===== config.mk =====
export PLATFORM = sky130hd
export DESIGN_NAME = p2g_ctrl
export DESIGN_NICKNAME = d
export VERILOG_FILES = /design/src/hdl/p2g_pkg.sv /design/src/hdl/p2g_ctrl.sv
export VERILOG_INCLUDE_DIRS = /design/src /design/src/hdl
export SDC_FILE = /design/constraint.sdc
export NUM_CORES = 1
export LEC_CHECK = 0
export BUFFER_PORTS_ARGS = -buffer_cell sky130_fd_sc_hd__buf_2
export CAP_MARGIN = 10
export CORE_AREA = 2 2 43 45
export CTS_BUF_LIST = sky130_fd_sc_hd__clkbuf_8 sky130_fd_sc_hd__clkbuf_16
export DETAILED_ROUTE_END_ITERATION = 8
export DIE_AREA = 0 0 45 47
export GPL_TIMING_DRIVEN = 0
export PLACE_DENSITY_LB_ADDON = 0.15
export SLEW_MARGIN = 10
export SYNTH_ARGS = -nofsm -noshare
export SYNTH_HDL_FRONTEND = slang
export SYNTH_SLANG_ARGS = --single-unit

===== constraint.sdc =====
create_clock -name clk -period 3.45 [get_ports clk]
set_clock_uncertainty 0.2 [all_clocks]
set_input_delay 0.5175 -clock clk [delete_from_list [all_inputs] [get_ports clk]]
set_output_delay 0.5175 -clock clk [all_outputs]
set_load 0.01 [all_outputs]

===== src/hdl/particle_to_grid_scatter_macros.svh =====
// assertion macros for the particle to grid scatter block
`ifndef PARTICLE_TO_GRID_SCATTER_MACROS_SVH
`define PARTICLE_TO_GRID_SCATTER_MACROS_SVH
// implication checked on every clock edge outside reset
`define P2G_ASSERT_IMP(label, clk, rst, a, c, msg) \
  label: assert property (@(posedge clk) disable iff (rst) (a) |-> (c)) else $error(msg);
// next cycle implication checked outside reset
`define P2G_ASSERT_NEXT(label, clk, rst, a, c, msg) \
  label: assert property (@(posedge clk) disable iff (rst) (a) |=> (c)) else $error(msg);
`endif


===== src/hdl/p2g_pkg.sv =====
// shared types and constants for the particle to grid scatter block
`default_nettype none
package p2g_pkg;
  localparam int FB = 16;
  localparam int W_Q = 2 * FB;

  typedef enum logic [1:0] {
    OP_CLEAR   = 2'd0,
    OP_SCATTER = 2'd1,
    OP_READ    = 2'd2,
    OP_NOP     = 2'd3
  } op_t;

  typedef enum logic [2:0] {
    REG_ORIGIN_X = 3'd0,
    REG_ORIGIN_Y = 3'd1,
    REG_INV_X    = 3'd2,
    REG_INV_Y    = 3'd3,
    REG_NODES_X  = 3'd4,
    REG_NODES_Y  = 3'd5,
    REG_BOUNDARY = 3'd6
  } reg_t;

  typedef enum logic [4:0] {
    S_IDLE, S_CLEAR, S_LOC, S_WGT, S_CHK, S_SHARE, S_MOM, S_RD, S_ACC, S_WR,
    S_DONE_SC, S_RREAD, S_RWAIT, S_DIV, S_DONE_RD, S_DONE_NIL, S_INIT
  } state_t;

  typedef struct packed {
    logic [1:0]  op;
    logic signed [31:0] pos_x;
    logic signed [31:0] pos_y;
    logic [30:0] particle_mass;
    logic signed [31:0] vel_x;
    logic signed [31:0] vel_y;
    logic [5:0]  node_col;
    logic [5:0]  node_row;
  } req_t;

  typedef struct packed {
    logic [5:0]  cell_col;
    logic [5:0]  cell_row;
    logic [16:0] weight_00;
    logic [16:0] weight_10;
    logic [16:0] weight_11;
    logic [16:0] weight_01;
    logic        out_of_grid;
    logic [46:0] node_mass_out;
    logic signed [31:0] node_vel_x;
    logic signed [31:0] node_vel_y;
    logic        node_has_mass;
  } rsp_t;

  // controller to datapath commands
  typedef struct packed {
    logic load;
    logic clr_step;
    logic loc;
    logic wgt;
    logic share;
    logic mom;
    logic rd;
    logic acc;
    logic wr;
    logic next_node;
    logic rread;
    logic div_start;
    logic out_sc;
    logic out_rd;
    logic out_nil;
  } cmd_t;

  // datapath status
  typedef struct packed {
    logic clr_last;
    logic oog;
    logic last_node;
    logic div_done;
  } sts_t;
endpackage
`default_nettype wire


===== src/hdl/p2g_ctrl.sv =====
// controller state machine for the scatter block
`default_nettype none
`include "particle_to_grid_scatter_macros.svh"
module p2g_ctrl (
  input  wire            clk,
  input  wire            rst,
  input  wire            start,
  input  wire [1:0]      op,
  output logic           busy,
  output logic           done,
  output p2g_pkg::cmd_t  cmd,
  input  p2g_pkg::sts_t  sts
);
  import p2g_pkg::*;
  state_t state, state_next;

  // state register
  always_ff @(posedge clk) begin
    if (rst) state <= S_INIT;
    else state <= state_next;
  end

  // next state and commands
  always_comb begin
    state_next = state;
    cmd = '0;
    busy = 1'b1;
    case (state)
      // clearing pass after reset, no result
      S_INIT: begin
        cmd.clr_step = 1'b1;
        if (sts.clr_last) state_next = S_IDLE;
      end
      S_IDLE: begin
        busy = 1'b0;
        if (start) begin
          cmd.load = 1'b1;
          case (op_t'(op))
            OP_CLEAR:   state_next = S_CLEAR;
            OP_SCATTER: state_next = S_LOC;
            OP_READ:    state_next = S_RREAD;
            default:    state_next = S_DONE_NIL;
          endcase
        end
      end
      S_CLEAR: begin
        cmd.clr_step = 1'b1;
        if (sts.clr_last) state_next = S_DONE_NIL;
      end
      S_LOC: begin cmd.loc = 1'b1; state_next = S_WGT; end
      S_WGT: begin cmd.wgt = 1'b1; state_next = S_CHK; end
      S_CHK: state_next = sts.oog ? S_DONE_SC : S_SHARE;
      S_SHARE: begin cmd.share = 1'b1; state_next = S_MOM; end
      S_MOM: begin cmd.mom = 1'b1; state_next = S_RD; end
      S_RD: begin cmd.rd = 1'b1; state_next = S_ACC; end
      S_ACC: begin cmd.acc = 1'b1; state_next = S_WR; end
      S_WR: begin
        cmd.wr = 1'b1;
        cmd.next_node = 1'b1;
        state_next = sts.last_node ? S_DONE_SC : S_SHARE;
      end
      S_DONE_SC: begin cmd.out_sc = 1'b1; state_next = S_IDLE; end
      S_RREAD: begin cmd.rread = 1'b1; state_next = S_RWAIT; end
      S_RWAIT: begin cmd.div_start = 1'b1; state_next = S_DIV; end
      S_DIV: begin
        if (sts.div_done) state_next = S_DONE_RD;
      end
      S_DONE_RD: begin cmd.out_rd = 1'b1; state_next = S_IDLE; end
      S_DONE_NIL: begin cmd.out_nil = 1'b1; state_next = S_IDLE; end
      default: state_next = S_IDLE;
    endcase
  end

  // result strobe registered from the output command, in the cycle after it
  always_ff @(posedge clk) begin
    if (rst) done <= 1'b0;
    else done <= cmd.out_sc || cmd.out_rd || cmd.out_nil;
  end

  `P2G_ASSERT_NEXT(a_done_after_out, clk, rst, cmd.out_sc || cmd.out_rd || cmd.out_nil, done, "result strobe missing")
  `P2G_ASSERT_IMP(a_no_start_busy, clk, rst, busy, !cmd.load, "request taken while busy")
  `P2G_ASSERT_IMP(a_wr_not_clear, clk, rst, cmd.wr, !cmd.clr_step, "clear and scatter write together")
  `P2G_ASSERT_IMP(a_idle_quiet, clk, rst, !busy, !cmd.wr, "store write while idle")
endmodule
`default_nettype wire


After elaboration in Yosys (flattened, before gate mapping)
Cells that the tools add are included.

Mux-type cells: 24. Eq/ne operators: 22. Reduce and logical (&&, ||, !) cells: 6.

Operators with widths (count): $pmux W5 S14 (1); $eq A5 B4 Y1 const B (8); $eq A5 B3 Y1 const B (4); $mux W5 (4); $mux W1 (15); $pmux W4 S3 (1); $eq A5 B2 Y1 const B (2); $mux W4 (2); $ne A2 B2 Y1 const B (4); $eq A5 B1 Y1 const B (1); $eq A5 B5 Y1 const B (1); $logic_not A5 Y1 (1); $reduce_and A4 Y1 (1); $eq A2 B1 Y1 const B (1); $eq A2 B2 Y1 const B (1); $logic_not A2 Y1 (1); $logic_or A1 B1 Y1 (2); $mux W2 (1); $reduce_or A2 Y1 (1).

Register bits: 6. Output and inout port bits: 17.

Logic depth before layout (Yosys ltp)
Gate-level depths: netlist of the first run.

Depth after elaboration: 4. Gate-level depth with buffers: 6.

Worst setup path after synthesis of the first run
OpenSTA, ideal clock, no wires.

Kind: flip-flop to output port. From: reg state[1]. To: out cmd[6] (netlist bit). Arrival: 1.125 ns. Path slack: 1.608 ns. Data required time: 2.732 ns. Stages on the path, launching flop included: 5. Cells stage by stage: dfxtp_1 -> buf_6 -> or3b_4 -> nor2_2 -> buf_4.

RTL lines: start, declared (line p2g_ctrl.sv:15) `state_t state, state_next;`; start signal, assigned (line p2g_ctrl.sv:20) `else state <= state_next;`; end, declared (line p2g_ctrl.sv:11) `output p2g_pkg::cmd_t cmd,`.

==> results of run 1 <==
-- cells in the final DEF (no fill, tap or decap), types with 2 or more instances in the layout --
| master | synthesis | routed |
|---|---|---|
| buf_2 | 4 | 29 |
| nor2_1 | 16 | 16 |
| nand2_1 | 6 | 6 |
| nor3_1 | 6 | 6 |
| dfxtp_1 | 6 | 6 |
| a21oi_1 | 4 | 4 |
| nand3_1 | 4 | 4 |
| nand2b_1 | 3 | 3 |
| nor2b_1 | 3 | 3 |
| nand3b_1 | 3 | 3 |
| clkbuf_8 | 0 | 3 |
| buf_4 | 2 | 2 |
| xor2_1 | 2 | 2 |
| and3b_1 | 2 | 2 |
| o21ai_0 | 2 | 2 |
| a21o_1 | 2 | 2 |
| nor3_2 | 2 | 2 |
| a31oi_1 | 2 | 2 |
| o211ai_1 | 2 | 2 |
-- metrics by stage --
stage / hold WS [ns] / instance area (um^2) / std cells
floorplan: 0.394 / 622 / 88
global placement: 0.462 / 768 / 130
detailed placement: 0.474 / 768 / 130
CTS: 0.297 / 810 / 133
global route: 0.302 / 810 / 133
finish: 0.297 / 810 / 133
-- state kept, by name (all words and copies together), names as in the netlist --
name	cells
state	5
done	1
-- metal layers --
| layer | vias up | wire length, um |
|---|---|---|
| met1 | 323 | 785 |
| met3 | 0 | 70 |
| met5 | - | 0 |
| met2 | 18 | 810 |
| li1 | 368 | - |
| met4 | 0 | 0 |
-- worst register-to-register path: cells and delay by family, from the launching register on --
family                 cells  cell delay (ns)
AO/OA/AOI/OAI              2             0.36
flip-flops                 1             0.43
buffers and inverters      1             0.21
AND/OR/NAND/NOR            2             0.27
-- logic make-up (layout without fill, tap and decap cells) --
group | after synthesis | count (layout) | synth area share (%)
and+or+nand+nor | 53 | 53 | 48.3
AOI/OAI and AO/OA | 17 | 17 | 19.3
buffers and inverters | 9 | 37 | 8.65
DFF | 6 | 6 | 19.3
xor gates and xnor gates | 2 | 2 | 2.82
muxes | 1 | 1 | 1.61
-- where the power goes --
group          switching [uW]  total [uW]  internal, uW
clock                    30.6         106          75.0
sequential               2.31        74.5          72.2
combinational            32.7        57.5          24.7
-- worst paths after layout --
check                              start  endpoint  slack [ns]
worst max-delay path            state[1]   cmd[11]        1.23
worst max register to register  state[2]  state[3]        1.85
worst min register to register  state[3]  state[4]        0.48
worst min-delay path                 rst      done        0.30
-- area by class of cell --
type | instances | area [um^2] | area share (%)
Timing Repair Buffer | 25 | 125 | 15.5
Tap cell | 17 | 21.3 | 2.63
Multi-Input combinational cell | 73 | 448 | 55.3
Inverter | 1 | 3.75 | 0.464
Sequential cell | 6 | 120 | 14.8
Clock buffer | 3 | 41.3 | 5.10
Buffer | 8 | 50.0 | 6.18
==> metrics, run 1 <==
run status finished clean; Worst setup EP type primary output; Max VDD drop ~0.19 mV; Slew Limit Fails 0; largest fanout on the critical path 10; vias in the first global route between 600 and 700; max_slew headroom roughly 74%; Port Buffer Count 25; slowest CP cell dfxtp_1; H-tree depth 1; first-pass GRT wire length about 2700 um; TritonCTS clock tree built; Longest Clk Path Bufs 2; DRT iter0 DRCs 21; die area approximately 2100 um^2; Hold Vio Cnt, Final 0; min Tclk post-route ~2.2 ns; WS Path Type reg -> out; Setup Buffers After CTS 0; total clock sinks 6; initial core utilization approximately 38%; DRT Pass-1 Iters 4; CORE AREA between 1500 and 2000 um^2; Final Cycle Share between 60% and 70%; worst-path cell chain buf_6 -> clkbuf_1 -> nand2_1 -> nor3_1 -> buf_2; Cells after Synth roughly 90; clk root buf clkbuf_8; Worst-Margin Slew 0.393 ns; total power approximately 240 uW; gr ovfl total 0; max-cap violation count 0; initial antenna violation count 0; CP Launch Type flop; total CTS buffers 3; hold path cells 2; Worst Path Required about 2.7 ns; layout cells sized above 1 a little under two fifths; I/O Pins 26; number of library cell types mapped by synthesis 35; nets about 130; Reg clk slew, reported paths approximately 0.04 ns; final setup vio count 0; post-place setup slack around 1.5 ns; Detailed Route WL 1670 um; M3 GR Usage between 6 and 7%; Hold Buf Count CTS 0; Worst Reg2Reg Path Length in Cells 5; DR vias/cell approximately 5.3; Post-synth top cells 16 x nor2_1, 6 x dfxtp_1, 6 x nand2_1, 6 x nor3_1; Routed Antenna Nets 0; cell family with most CP delay buffers and inverters; largest cells by area after synthesis dfxtp_1 19%, nor2_1 9.7%, nor3_1 4.8%; dpl hpwl about 1300 um; synthesized cell area about 620 um^2; met1 GRT Util 24.1%; diode count 0; Die H roughly 47 um; YS warnings 0; Worst EP arrival 1.50 ns; worst min path class in -> reg; Total Neg Setup Slack 0 ns; Worst-Skew Late Latency about 0.22 ns; via count 709; layout filler cell count around 170; leakage around 0.00036 uW; Yosys top cell area share 19.3%; #FFs+latches synth 6; die width approximately 45 um; fraction of registers with async set/reset 0%; DRC 0; crit-path max cell delay about 0.33 ns; Avg Cell Area, Syn 7.07 um^2; Syn Nets 97; GP Congestion around 0.82; PwrDens a little under 300 nW/um^2; RSZ-0062 raised after global routing no; fin util 49.0%; post-DR wirelength/cell 12.5 um; FMAX between 0.4 and 0.5 GHz; Post-synth EDFFs 0; sequential share of the synthesized area 19.3%; CTS resizes 0; GRT met2 Usage between 20% and 30%; cell with the most instances after synthesis nor2_1; dominant cell type by area after synthesis dfxtp_1; area grow syn2layout 30.2%; Worst path depth 5; gr usage total between 10% and 20%; crit path buf inv count 3; ys flop type dfxtp_1; Final WS setup between 1 and 1.5 ns; largest net degree at the start of global routing 11; busiest layer in global routing met2; # rows 15
No activity file was read; power rests on OpenSTA's default activity.
==> inputs of run 2 (changes only) <==
- ABC_AREA: not set -> 1
- CORE_AREA: 2 2 43 45 -> 2 2 42 44
- DIE_AREA: 0 0 45 47 -> 0 0 44 46
- clock period: 3.45 -> 2.1 ns (I/O delays scaled with it)
==> metrics, run 2 <==
Worst-Skew Late Latency 0.22 ns (about the same); Final Cycle Share 89.4%; #FFs+latches synth 6 (unchanged); Routed Antenna Nets 0 (unchanged); dpl hpwl 1330 um (+2.5%); Die H 46 um (-2.1%); nets 148 (+17%); fraction of registers with async set/reset 0% (unchanged); CTS resizes 0 (unchanged); synthesized cell area 592 um^2 (-4.8%); layout cells sized above 1 31.4% (-5.7 points); Yosys top cell area share 20.3% (+0.98 points); Detailed Route WL 1580 um (-5.4%); number of library cell types mapped by synthesis 19 (-46%); capturing point of the worst reg2reg path state[3]; first-pass GRT wire length 2550 um (-6.1%); commonest non-fill, non-tap cells in the layout 29 x nand2_1, 25 x buf_2, 18 x inv_1, 18 x nor2_1, 9 x nand3_1; area grow syn2layout 31.7%; run status finished clean; layout filler cell count 191 (+14%); most common cell after layout, fill and taps aside nand2_1; Reg with most FFs state; Post-synth EDFFs 0 (unchanged); final setup vio count 0 (unchanged); cell with the most instances after synthesis nand2_1; worst hold slack 0.119 ns (-0.178 ns); diode count 0 (unchanged); DR vias/cell 4.62 (-13%); YS warnings 0 (unchanged); ys flop type dfxtp_1; Hold Vio Cnt, Final 0 (unchanged); reg2reg setup slack 0.50 ns (-1.35 ns); worst min path class in -> reg; Hold Buf Count CTS 0 (unchanged); r2r startpoint state[0]; # rows 15 (unchanged); max-cap violation count 0 (unchanged); Final WS setup 0.223 ns (-1.01 ns); WS Path Type reg -> out; CORE AREA 1610 um^2 (-2.3%); I/O Pins 26 (unchanged); sequential share of the synthesized area 20.3% (+0.98 points); Slew Limit Fails 0 (unchanged); Avg Cell Area, Syn 5.43 um^2 (-23%); max_slew headroom 80.6% (+7.1 points); total clock sinks 6 (unchanged); Register Area 120 um^2 (unchanged); H-tree depth 1 (unchanged); CP Launch Type flop; hold_sp rst; largest net degree at the start of global routing 10 (-1); DP Area 738 um^2 (-3.9%); Worst Hold End state[1]; via count 711 (+0.28%); clk root buf clkbuf_8; DRT Pass-1 Iters 4 (unchanged); Total Neg Setup Slack 0 ns (unchanged); Worst-Margin Slew 0.290 ns (-0.103 ns); Post-synth top cells 29 x nand2_1, 18 x inv_1, 18 x nor2_1; total CTS buffers 3 (unchanged); multi-input logic area 385 um^2 (-14%); GP Congestion 0.830 (+1.3%); Max VDD drop 0.721 mV (+280%); Longest Clk Path Bufs 2 (unchanged); largest cells by area after synthesis dfxtp_1 20%, nand2_1 18%, inv_1 11%; gr usage total 17.0% (-1.2 points); Worst setup EP type primary output; Setup Buffers After CTS 0 (unchanged); largest fanout on the critical path 9 (-1); Syn Nets 118 (+22%); Port Buffer Count 25 (unchanged); TritonCTS clock tree built; post-place setup slack 0.473 ns (-0.978 ns); post-DR wirelength/cell 10.2 um (-18%); Cells after Synth 109 (+24%); min Tclk post-route 1.88 ns; hold path cells 2 (unchanged); vias in the first global route 595 (-2.1%); Regs by FF count state x5, done x1; die width 44 um (-2.2%); RSZ-0062 raised after global routing no; Worst EP arrival 1.36 ns (-0.14 ns); PwrDens 963 nW/um^2 (+230%); max reg flops 5 (unchanged); die area 2020 um^2 (-4.3%); final instance area 779 um^2 (-3.7%); initial antenna violation count 0 (unchanged); Worst Reg2Reg Path Length in Cells 9 (+4); leakage 0.000527 uW (+45%); dominant cell type by area after synthesis dfxtp_1; DRC 0 (unchanged); initial core utilization 36.7% (-0.98 points); Reg clk slew, reported paths 0.04 ns (about the same); FMAX around 0.53 GHz; gr ovfl total 0 (unchanged); Worst Path Required 1.58 ns (-1.15 ns); DRT iter0 DRCs 13 (-38%)
-- run 2: worst max path at each step --
stage	startpoint	end	slack [ns]	cells past startpoint
floorplan	state[4]	cmd[6]	0.58	4
global placement	state[4]	cmd[2]	0.45	4
detailed placement	state[4]	cmd[2]	0.47	4
CTS	state[4]	cmd[2]	0.23	4
global route	state[4]	cmd[2]	0.10	4
finish	state[4]	cmd[2]	0.22	4
-- run 2: critical path, stage by stage, from the launching register on --
cell,delay (ns)
dfxtp_1,0.37
inv_2,0.17
nand3_1,0.16
nor3_1,0.25
buf_2,0.19
-- run 2: routing by layer --
layer	part of all wire [%]	vias to the layer above	GRT usage, %
met5	0	-	0
met3	6.6	0	6.75
met4	0	0	0
met2	46	21	27.6
met1	47	295	22.5
li1	-	395	-
-- run 2: final cells by class --
cell class	instances	area share (%)
clock buffers	3	5.30
multi-input cells	81	49.4
well taps	17	2.73
inverters	21	10.1
flip-flops and latches	6	15.4
repair buffers	25	16.1
plain buffers	1	0.963
-- run 2: cell families after synthesis --
| group | share of synthesized area (%) |
|---|---|
| and+or+nand+nor | 56.4 |
| buffers and inverters | 14.6 |
| DFF | 20.3 |
| AOI/OAI and AO/OA | 8.67 |
-- run 2: stage by stage --
step / util [%] / cells / total power (uW)
5_1_grt: 48.3 / 154 / 821
6_report: 48.3 / 154 / 751
2_1_floorplan: - / 109 / 470
3_5_place_dp: 45.7 / 151 / 581
3_3_place_gp: 45.7 / 151 / 579
4_1_cts: 48.3 / 154 / 754
-- run 2: where the power goes --
group	switching [uW]	internal (uW)
Clock	48.0	123
Combinational	259	132
Sequential	47.2	141
Total	354	396
